## config.mk

```make
export PLATFORM = sky130hd
export DESIGN_NAME = datagram_session_tracker_core
export DESIGN_NICKNAME = d
export VERILOG_FILES = /design/src/hdl/dst_pkg.sv /design/src/hdl/datagram_session_tracker_core.sv
export SDC_FILE = /design/constraint.sdc
export NUM_CORES = 1
export LEC_CHECK = 0
export ABC_AREA = 1
export BUFFER_PORTS_ARGS = -buffer_cell sky130_fd_sc_hd__buf_2
export CAP_MARGIN = 20
export CORE_UTILIZATION = 55
export CTS_CLUSTER_DIAMETER = 150
export CTS_CLUSTER_SIZE = 8
export DETAILED_ROUTE_END_ITERATION = 16
export PLACE_DENSITY_LB_ADDON = 0.25
export REMOVE_ABC_BUFFERS = 1
export SYNTH_ARGS = -nofsm -noshare
export SYNTH_HDL_FRONTEND = slang
export SYNTH_SLANG_ARGS = --single-unit
```

## constraint.sdc

```tcl
create_clock -name clk -period 8.2 [get_ports clk]
set_clock_uncertainty 0.05 [all_clocks]
set_input_delay 2.46 -clock clk [delete_from_list [all_inputs] [get_ports clk]]
set_output_delay 2.46 -clock clk [all_outputs]
set_load 0.1 [all_outputs]
```

## src/hdl/dst_pkg.sv

```systemverilog
// Shared constants, types and helpers for the datagram session tracker.
package dst_pkg;

	localparam int unsigned MaxDatagram = 2048;
	localparam int unsigned CountW      = 12;
	localparam int unsigned WordW       = 16;

	localparam logic [CountW-1:0] CountSat  = {CountW{1'b1}};
	localparam logic [CountW-1:0] HeaderLen = CountW'(8);
	localparam logic [CountW-1:0] MaxLen    = CountW'(MaxDatagram);
	localparam logic [CountW-1:0] StatusMin = CountW'(34);
	localparam logic [CountW-1:0] SeqMin    = CountW'(20);
	localparam logic [CountW-1:0] HsLen     = CountW'(9);

	localparam logic [WordW-1:0] LenFlag = 16'h8000;
	localparam logic [WordW-1:0] SeqMask = 16'hfff8;

	// byte offsets of captured fields
	localparam logic [CountW-1:0] OffLen    = CountW'(0);
	localparam logic [CountW-1:0] OffSess   = CountW'(2);
	localparam logic [CountW-1:0] OffSeq    = CountW'(4);
	localparam logic [CountW-1:0] OffType   = CountW'(6);
	localparam logic [CountW-1:0] OffFirst  = CountW'(8);
	localparam logic [CountW-1:0] OffMedia  = CountW'(10);
	localparam logic [CountW-1:0] OffReply  = CountW'(18);
	localparam logic [CountW-1:0] OffPeerA  = CountW'(24);
	localparam logic [CountW-1:0] OffPeerB  = CountW'(26);
	localparam logic [CountW-1:0] OffExtra  = CountW'(32);

	// packet types
	localparam logic [7:0] TypeHandshake = 8'd0;
	localparam logic [7:0] TypeStatus    = 8'd1;
	localparam logic [7:0] TypeMedia     = 8'd2;
	localparam logic [7:0] TypeReply     = 8'd3;
	localparam logic [7:0] HsAcceptCode  = 8'd1;

	// configuration register indexes
	localparam logic RegSessionId     = 1'b0;
	localparam logic RegStartSequence = 1'b1;

	typedef struct packed {
		logic status;
		logic reply;
		logic media;
	} seen_t;

	// Place byte b in word w if pos addresses one of its two bytes.
	function automatic logic [WordW-1:0] put_word(
		input logic [WordW-1:0]  w,
		input logic [CountW-1:0] pos,
		input logic [CountW-1:0] off,
		input logic [7:0]        b
	);
		logic [WordW-1:0] r;
		r = w;
		if (pos == off) begin
			r[7:0] = b;
		end else if (pos == off + CountW'(1)) begin
			r[15:8] = b;
		end
		return r;
	endfunction

	// Serial-number advance: take value only if strictly ahead of old.
	function automatic logic [WordW-1:0] advance(
		input logic [WordW-1:0] old,
		input logic [WordW-1:0] value
	);
		logic [WordW-1:0] delta;
		delta = value - old;
		return ((delta != '0) && !delta[WordW-1]) ? value : old;
	endfunction

endpackage

```

## src/hdl/datagram_session_tracker_core.sv

```systemverilog
// Datagram session tracker: header check and session/sequence tracking, one byte per beat.
//
// Datagram bytes enter one per beat on the input channel; last_byte marks the final
// byte, and sent_sequence is sampled with it. Each byte sits in an input register while
// the field capture and, on the final byte, the full header, session, status and
// sequence checks are evaluated in a single short combinational pass; the result beat
// (one per datagram, none for other bytes) lands in an output register as the final
// byte leaves the input register. A new byte is taken every cycle; the only
// thing that holds the input back is a final byte finding the output register still
// occupied by a result the consumer has stalled. Writing session_id (index 0) restarts
// tracking: the peer position reloads from start_sequence with its low three bits
// cleared, media/reply counts and seen flags clear, and any partial datagram is
// dropped. start_sequence (index 1) is only stored. Write configuration only while no
// datagram is in flight. The byte counter saturates at 4095; a session_id of zero
// rejects everything.
module datagram_session_tracker_core
	import dst_pkg::*;
(
	input  logic              clk,
	input  logic              arst_n,
	// configuration
	input  logic              wr_en,
	input  logic              wr_index,
	input  logic [WordW-1:0]  wr_data,
	// input channel
	input  logic              in_valid,
	output logic              in_stall,
	input  logic [7:0]        data_byte,
	input  logic              last_byte,
	input  logic [WordW-1:0]  sent_sequence,
	// output channel
	output logic              out_valid,
	input  logic              out_stall,
	output logic              accepted,
	output logic              handshake_ok,
	output logic [7:0]        packet_type,
	output logic [WordW-1:0]  peer_position,
	output logic [WordW-1:0]  media_count,
	output logic [WordW-1:0]  reply_count,
	output logic              status_seen
);

	// config registers
	logic [WordW-1:0] session_id_q, start_seq_q;

	// input stage
	logic             valid_s1, last_s1;
	logic [7:0]       byte_s1;
	logic [WordW-1:0] sent_s1;

	// capture state
	logic [CountW-1:0] count_q;
	logic [7:0]        hxor_q, type_q, first_q;
	logic [WordW-1:0]  len_q, sess_q, seq_q, media_w_q, reply_w_q;
	logic [WordW-1:0]  peer_a_q, peer_b_q, extra_q;

	// tracking state
	logic [WordW-1:0] peer_pos_q, media_rx_q, reply_rx_q;
	seen_t            seen_q;

	// output register
	logic out_valid_q;

	logic out_free, s1_go, in_take, restart;

	assign out_free = !out_valid_q || !out_stall;
	// a non-final byte never needs the output register
	assign s1_go    = valid_s1 && (!last_s1 || out_free);
	assign in_stall = valid_s1 && !s1_go;
	assign in_take  = in_valid && !in_stall;
	assign restart  = wr_en && (wr_index == RegSessionId);

	// ---- capture of the byte in stage 1 ----
	logic [CountW-1:0] pos, n;
	logic [7:0]        hxor_n, type_n, first_n;
	logic [WordW-1:0]  len_n, sess_n, seq_n, media_w_n, reply_w_n;
	logic [WordW-1:0]  peer_a_n, peer_b_n, extra_n;

	always_comb begin
		pos       = count_q;
		n         = (count_q == CountSat) ? count_q : count_q + CountW'(1);
		hxor_n    = (pos < HeaderLen) ? (hxor_q ^ byte_s1) : hxor_q;
		type_n    = (pos == OffType) ? byte_s1 : type_q;
		first_n   = (pos == OffFirst) ? byte_s1 : first_q;
		len_n     = put_word(len_q, pos, OffLen, byte_s1);
		sess_n    = put_word(sess_q, pos, OffSess, byte_s1);
		seq_n     = put_word(seq_q, pos, OffSeq, byte_s1);
		media_w_n = put_word(media_w_q, pos, OffMedia, byte_s1);
		reply_w_n = put_word(reply_w_q, pos, OffReply, byte_s1);
		peer_a_n  = put_word(peer_a_q, pos, OffPeerA, byte_s1);
		peer_b_n  = put_word(peer_b_q, pos, OffPeerB, byte_s1);
		extra_n   = put_word(extra_q, pos, OffExtra, byte_s1);
	end

	// ---- end-of-datagram checks ----
	logic             header_ok, sess_ok, hs, acc;
	logic [WordW-1:0] outstanding, seq_val;
	logic [WordW:0]   status_len;
	logic [WordW-1:0] peer_pos_n, media_rx_n, reply_rx_n;
	seen_t            seen_n;

	always_comb begin
		header_ok   = (n >= HeaderLen) && (n <= MaxLen) &&
		              (len_n == (LenFlag | WordW'(n))) && (hxor_n == '0);
		sess_ok     = header_ok && (session_id_q != '0) && (sess_n == session_id_q);
		hs          = sess_ok && (type_n == TypeHandshake) && (n == HsLen) &&
		              (first_n == HsAcceptCode);
		outstanding = sent_s1 - peer_b_n;
		status_len  = (WordW+1)'(StatusMin) + {1'b0, extra_n};
		seq_val     = seq_n & SeqMask;
		acc         = 1'b0;
		peer_pos_n  = peer_pos_q;
		media_rx_n  = media_rx_q;
		reply_rx_n  = reply_rx_q;
		seen_n      = seen_q;
		if (sess_ok) begin
			// handshake and unknown types fall through with no tracking update
			if (type_n == TypeStatus) begin
				if ((n >= StatusMin) && ((WordW+1)'(n) == status_len) &&
				    (peer_a_n == peer_b_n) && !outstanding[WordW-1] &&
				    (outstanding[2:0] == '0)) begin
					peer_pos_n = advance(peer_pos_q, peer_b_n);
					if (!seen_q.media) media_rx_n = media_w_n;
					if (!seen_q.reply) reply_rx_n = reply_w_n;
					seen_n.status = 1'b1;
					acc = 1'b1;
				end
			end else if (type_n == TypeMedia) begin
				if (n >= SeqMin) begin
					media_rx_n   = seen_q.media ? advance(media_rx_q, seq_val) : seq_val;
					seen_n.media = 1'b1;
					acc = 1'b1;
				end
			end else if (type_n == TypeReply) begin
				if (n >= SeqMin) begin
					reply_rx_n   = seen_q.reply ? advance(reply_rx_q, seq_val) : seq_val;
					seen_n.reply = 1'b1;
					acc = 1'b1;
				end
			end
		end
	end

	// ---- config registers ----
	always_ff @(posedge clk or negedge arst_n) begin
		if (!arst_n) begin
			session_id_q <= '0;
			start_seq_q  <= '0;
		end else if (wr_en) begin
			if (wr_index == RegSessionId) session_id_q <= wr_data;
			else start_seq_q <= wr_data;
		end
	end

	// ---- input stage ----
	always_ff @(posedge clk or negedge arst_n) begin
		if (!arst_n) begin
			valid_s1 <= 1'b0;
		end else if (in_take) begin
			valid_s1 <= 1'b1;
		end else if (s1_go) begin
			valid_s1 <= 1'b0;
		end
	end

	always_ff @(posedge clk) begin
		if (in_take) begin
			byte_s1 <= data_byte;
			last_s1 <= last_byte;
			sent_s1 <= sent_sequence;
		end
	end

	// ---- capture and tracking state ----
	always_ff @(posedge clk or negedge arst_n) begin
		if (!arst_n) begin
			count_q    <= '0;
			hxor_q     <= '0;
			type_q     <= '0;
			first_q    <= '0;
			len_q      <= '0;
			sess_q     <= '0;
			seq_q      <= '0;
			media_w_q  <= '0;
			reply_w_q  <= '0;
			peer_a_q   <= '0;
			peer_b_q   <= '0;
			extra_q    <= '0;
			peer_pos_q <= '0;
			media_rx_q <= '0;
			reply_rx_q <= '0;
			seen_q     <= '0;
		end else if (restart) begin
			count_q    <= '0;
			hxor_q     <= '0;
			type_q     <= '0;
			first_q    <= '0;
			len_q      <= '0;
			sess_q     <= '0;
			seq_q      <= '0;
			media_w_q  <= '0;
			reply_w_q  <= '0;
			peer_a_q   <= '0;
			peer_b_q   <= '0;
			extra_q    <= '0;
			peer_pos_q <= start_seq_q & SeqMask;
			media_rx_q <= '0;
			reply_rx_q <= '0;
			seen_q     <= '0;
		end else if (s1_go) begin
			if (last_s1) begin
				// datagram done: commit tracking, clear capture
				count_q    <= '0;
				hxor_q     <= '0;
				type_q     <= '0;
				first_q    <= '0;
				len_q      <= '0;
				sess_q     <= '0;
				seq_q      <= '0;
				media_w_q  <= '0;
				reply_w_q  <= '0;
				peer_a_q   <= '0;
				peer_b_q   <= '0;
				extra_q    <= '0;
				peer_pos_q <= peer_pos_n;
				media_rx_q <= media_rx_n;
				reply_rx_q <= reply_rx_n;
				seen_q     <= seen_n;
			end else begin
				count_q   <= n;
				hxor_q    <= hxor_n;
				type_q    <= type_n;
				first_q   <= first_n;
				len_q     <= len_n;
				sess_q    <= sess_n;
				seq_q     <= seq_n;
				media_w_q <= media_w_n;
				reply_w_q <= reply_w_n;
				peer_a_q  <= peer_a_n;
				peer_b_q  <= peer_b_n;
				extra_q   <= extra_n;
			end
		end
	end

	// ---- result register ----
	always_ff @(posedge clk or negedge arst_n) begin
		if (!arst_n) begin
			out_valid_q <= 1'b0;
		end else if (s1_go && last_s1) begin
			out_valid_q <= 1'b1;
		end else if (!out_stall) begin
			out_valid_q <= 1'b0;
		end
	end

	always_ff @(posedge clk) begin
		if (s1_go && last_s1) begin
			accepted      <= acc;
			handshake_ok  <= hs;
			packet_type   <= header_ok ? type_n : '0;
			peer_position <= peer_pos_n;
			media_count   <= media_rx_n;
			reply_count   <= reply_rx_n;
			status_seen   <= seen_n.status;
		end
	end

	assign out_valid = out_valid_q;

endmodule

```

==> impl_metrics.env <==
export IMPL_outcome="completed"
export IMPL_critPathMaxStageDelay_ns=0.53
export IMPL_first_global_vias=18650
export IMPL_numCtsBuffers=46
export IMPL_final_nets=2978
export IMPL_yosys_warnings=0
export IMPL_crit_start="count_q[0]"
export IMPL_path_max_fanout=24
export IMPL_clk_pin_slew_worst_paths_ns=0.05
export IMPL_core_area_um2=36870
export IMPL_routedWlPerCell_um=19.00
export IMPL_yosysMostFrequentCell="nand2_1"
export IMPL_regArea_um2=8603
export IMPL_min_period_ns=5.950
export IMPL_viasPerCell=5.842
export IMPL_worstSetupEndpointType="flop"
export IMPL_arrival_ns=6.25
export IMPL_final_util=0.6218
export IMPL_slew_viol_final=0
export IMPL_synth_seq_cells=327
export IMPL_rsz0062_at_grt="no"
export IMPL_syn_area_per_cell_um2=7.380
export IMPL_via_count=19860
export IMPL_ant_nets=0
export IMPL_cts_resized=0
export IMPL_dp_cells=3325
export IMPL_clock_sinks=327
export IMPL_r2r_start="count_q[0]"
export IMPL_synth_top_cells_by_count="nand2_1, inv_1, nand3_1"
export IMPL_setup_violations_final=0
export IMPL_cts_hold_fix_buffers=0
export IMPL_gr_max_usage_layer="met2"
export IMPL_met1_usage=0.4490
export IMPL_grt_use_met3=0.07169
export IMPL_p_per_area_nw_per_um2=185.9
export IMPL_syn_area_um2=20720
export IMPL_routed_wl_mm=64.58
export IMPL_hpwl_mm=44.18
export IMPL_critPathTopFamily="simple AND/OR/NAND/NOR gates"
export IMPL_n_fill_cell=3282
export IMPL_ys_types=55
export IMPL_grt_use_met2=0.5382
export IMPL_fin_crit_sh=0.7257
export IMPL_drive_gt1_frac=0.1012
export IMPL_async_flop_share=0.7431
export IMPL_critPathBufInv=3
export IMPL_cts_root_buf="clkbuf_16"
export IMPL_yosysSeqAreaShare=0.4151
export IMPL_worstHoldStart="media_rx_q[7]"
export IMPL_drc=0
export IMPL_port_buffers=107
export IMPL_grt_start_max_net_pins=130
export IMPL_yosys_area_top_type_share=0.2934
export IMPL_crit_slowest_cell="nand3_1"
export IMPL_synth_edff_count=84
export IMPL_die_w_um=196.1
export IMPL_num_rows=70
export IMPL_cp_cell_sequence="inv_1 -> ha_1 -> inv_1 -> nor2_4 -> nand3_2 -> nand2_1 -> o21ai_1 -> ha_1 -> fa_1 -> o21ai_0 -> nand4_1 -> o211ai_1 -> a21boi_0 -> o21ai_0 -> a21oi_1 -> nor2_1 -> nor2_1 -> nand2_1 -> nand3_1 -> nand3_4 -> nand2_1 -> nand2_1 -> inv_1"
export IMPL_first_iter_violations=2067
export IMPL_slew_headroom=0.2273
export IMPL_setup_tns_ns=0
export IMPL_multi_input_area_um2=10200
export IMPL_syn_inst=2808
export IMPL_gp_congestion=1.015
export IMPL_hold_violations=0
export IMPL_hold_path_class="flop to flop"
export IMPL_grt_pass1_wl_mm=101.7
export IMPL_initial_core_util=0.5620
export IMPL_synth_flop_cell="dfrtp_1"
export IMPL_synthToLayoutAreaGrowth_pct=10.63
export IMPL_ios=108
export IMPL_antenna_found_initial=1
export IMPL_die_area_um2=38460
export IMPL_crit_type="flop to flop"
export IMPL_die_height_um=196.1
export IMPL_gr_total_overflow=0
export IMPL_fmax_mhz=168.1
export IMPL_clk_latency_ns=0.60
export IMPL_crit_top_cell="nand2_1"
export IMPL_cts_max_path_buffers=3
export IMPL_tritoncts="done"
export IMPL_tightestPinTransition_ns=1.158
export IMPL_worst_ep_required_time_ns=8.50
export IMPL_yosys_area_top_type="dfrtp_1"
export IMPL_vdd_drop_max_uv=151.6
export IMPL_antennaDiodeCount=0
export IMPL_cts_setup_buffers=0
export IMPL_grtUsageTotal=0.3415
export IMPL_final_cells=3399
export IMPL_drv_cap=0
export IMPL_synthTopCellsByArea="dfrtp_1, nand2_1, edfxtp_1"
export IMPL_leakagePower_nw=11.49
export IMPL_start_kind="flop"
export IMPL_drt_first_pass_iters=6
export IMPL_h_tree_depth=2
cell families (layout without fill, tap and decap cells):
kind of cell	after synthesis	count (layout)	share of synthesized area
AO/OA/AOI/OAI	431	431	0.1164
XOR/XNOR	59	59	0.02566
adder cells (fa/ha/maj)	61	61	0.03755
buffers and inverters	494	581	0.09388
flip-flops	327	327	0.4151
multiplexers	6	6	0.003260
AND/OR/NAND/NOR	1430	1430	0.3081
worst paths after layout:
kind,end,slack [ns],cells after the start
max,peer_position[15],2.25,23
min,media_rx_q[7],0.43,2
max reg2reg,peer_position[15],2.25,23
min reg2reg,media_rx_q[7],0.43,2
max in group asynchronous,sess_q[13],4.87,2
min in group asynchronous,hxor_q[0],1.92,1
worst min-delay path: cells and delay by family, from the launching register on:
| family | cells | cell delay, ns |
|---|---|---|
| flip-flops | 1 | 0.34 |
| AND/OR/NAND/NOR | 2 | 0.10 |
flip-flops by register name, summed over array words and instances (netlist names), 12 cells and up:
register       count
extra_q           16
len_q             16
media_count       16
media_rx_q        16
media_w_q         16
peer_a_q          16
peer_b_q          16
peer_pos_q        16
peer_position     16
reply_count       16
reply_rx_q        16
reply_w_q         16
sent_s1           16
sess_q            16
session_id_q      16
seq_q             13
start_seq_q       13
count_q           12
power by group:
group | total [mW] | switching (mW) | internal [mW]
Clock | 1.77 | 0.738 | 1.04
Combinational | 0.697 | 0.512 | 0.186
Sequential | 1.79 | 0.0398 | 1.75
placed cells by master, fill, tap and decap left out, types with 10 or more instances in the layout:
cell type / instances
a21oi_1: 57
a31oi_1: 11
buf_2: 106
buf_4: 24
clkbuf_1: 24
clkbuf_16: 46
dfrtp_1: 243
edfxtp_1: 84
ha_1: 59
inv_1: 353
inv_2: 15
nand2_1: 783
nand2_2: 20
nand3_1: 286
nand3b_1: 19
nand4_1: 59
nor2_1: 170
nor2_2: 11
nor2_4: 11
nor3_1: 17
nor4_1: 11
o21ai_0: 184
o21ai_1: 31
o22ai_1: 116
or2_2: 10
xnor2_1: 14
xor2_1: 43
metal layers:
| layer | wire [um] | part of all wire |
|---|---|---|
| met5 | 0 | 0 |
| met4 | 3166 | 0.049 |
| met3 | 5772 | 0.089 |
| met2 | 29120 | 0.45 |
| met1 | 26510 | 0.41 |
stage by stage:
step | hold slack [ns] | power, mW | setup WS (ns) | area [um^2]
after global routing | 0.4567 | 4.420 | 1.780 | 22930
after CTS | 0.4297 | 4.276 | 2.374 | 22900
after global placement | 0.4118 | 2.488 | 2.466 | 21590
final | 0.4286 | 4.261 | 2.250 | 22930
after detailed placement | 0.4153 | 2.502 | 2.366 | 21590
after floorplan | 0.3991 | 2.292 | 1.201 | 20190
layout make-up:
class	instances	share of cell area
repair buffers	133	0.03373
well taps	504	0.02751
multi-input cells	1987	0.4451
inverters	375	0.06151
clock buffers	70	0.05414
flip-flops and latches	327	0.3753
clock inverters	3	0.002729
(Power assumes the default switching activity.)
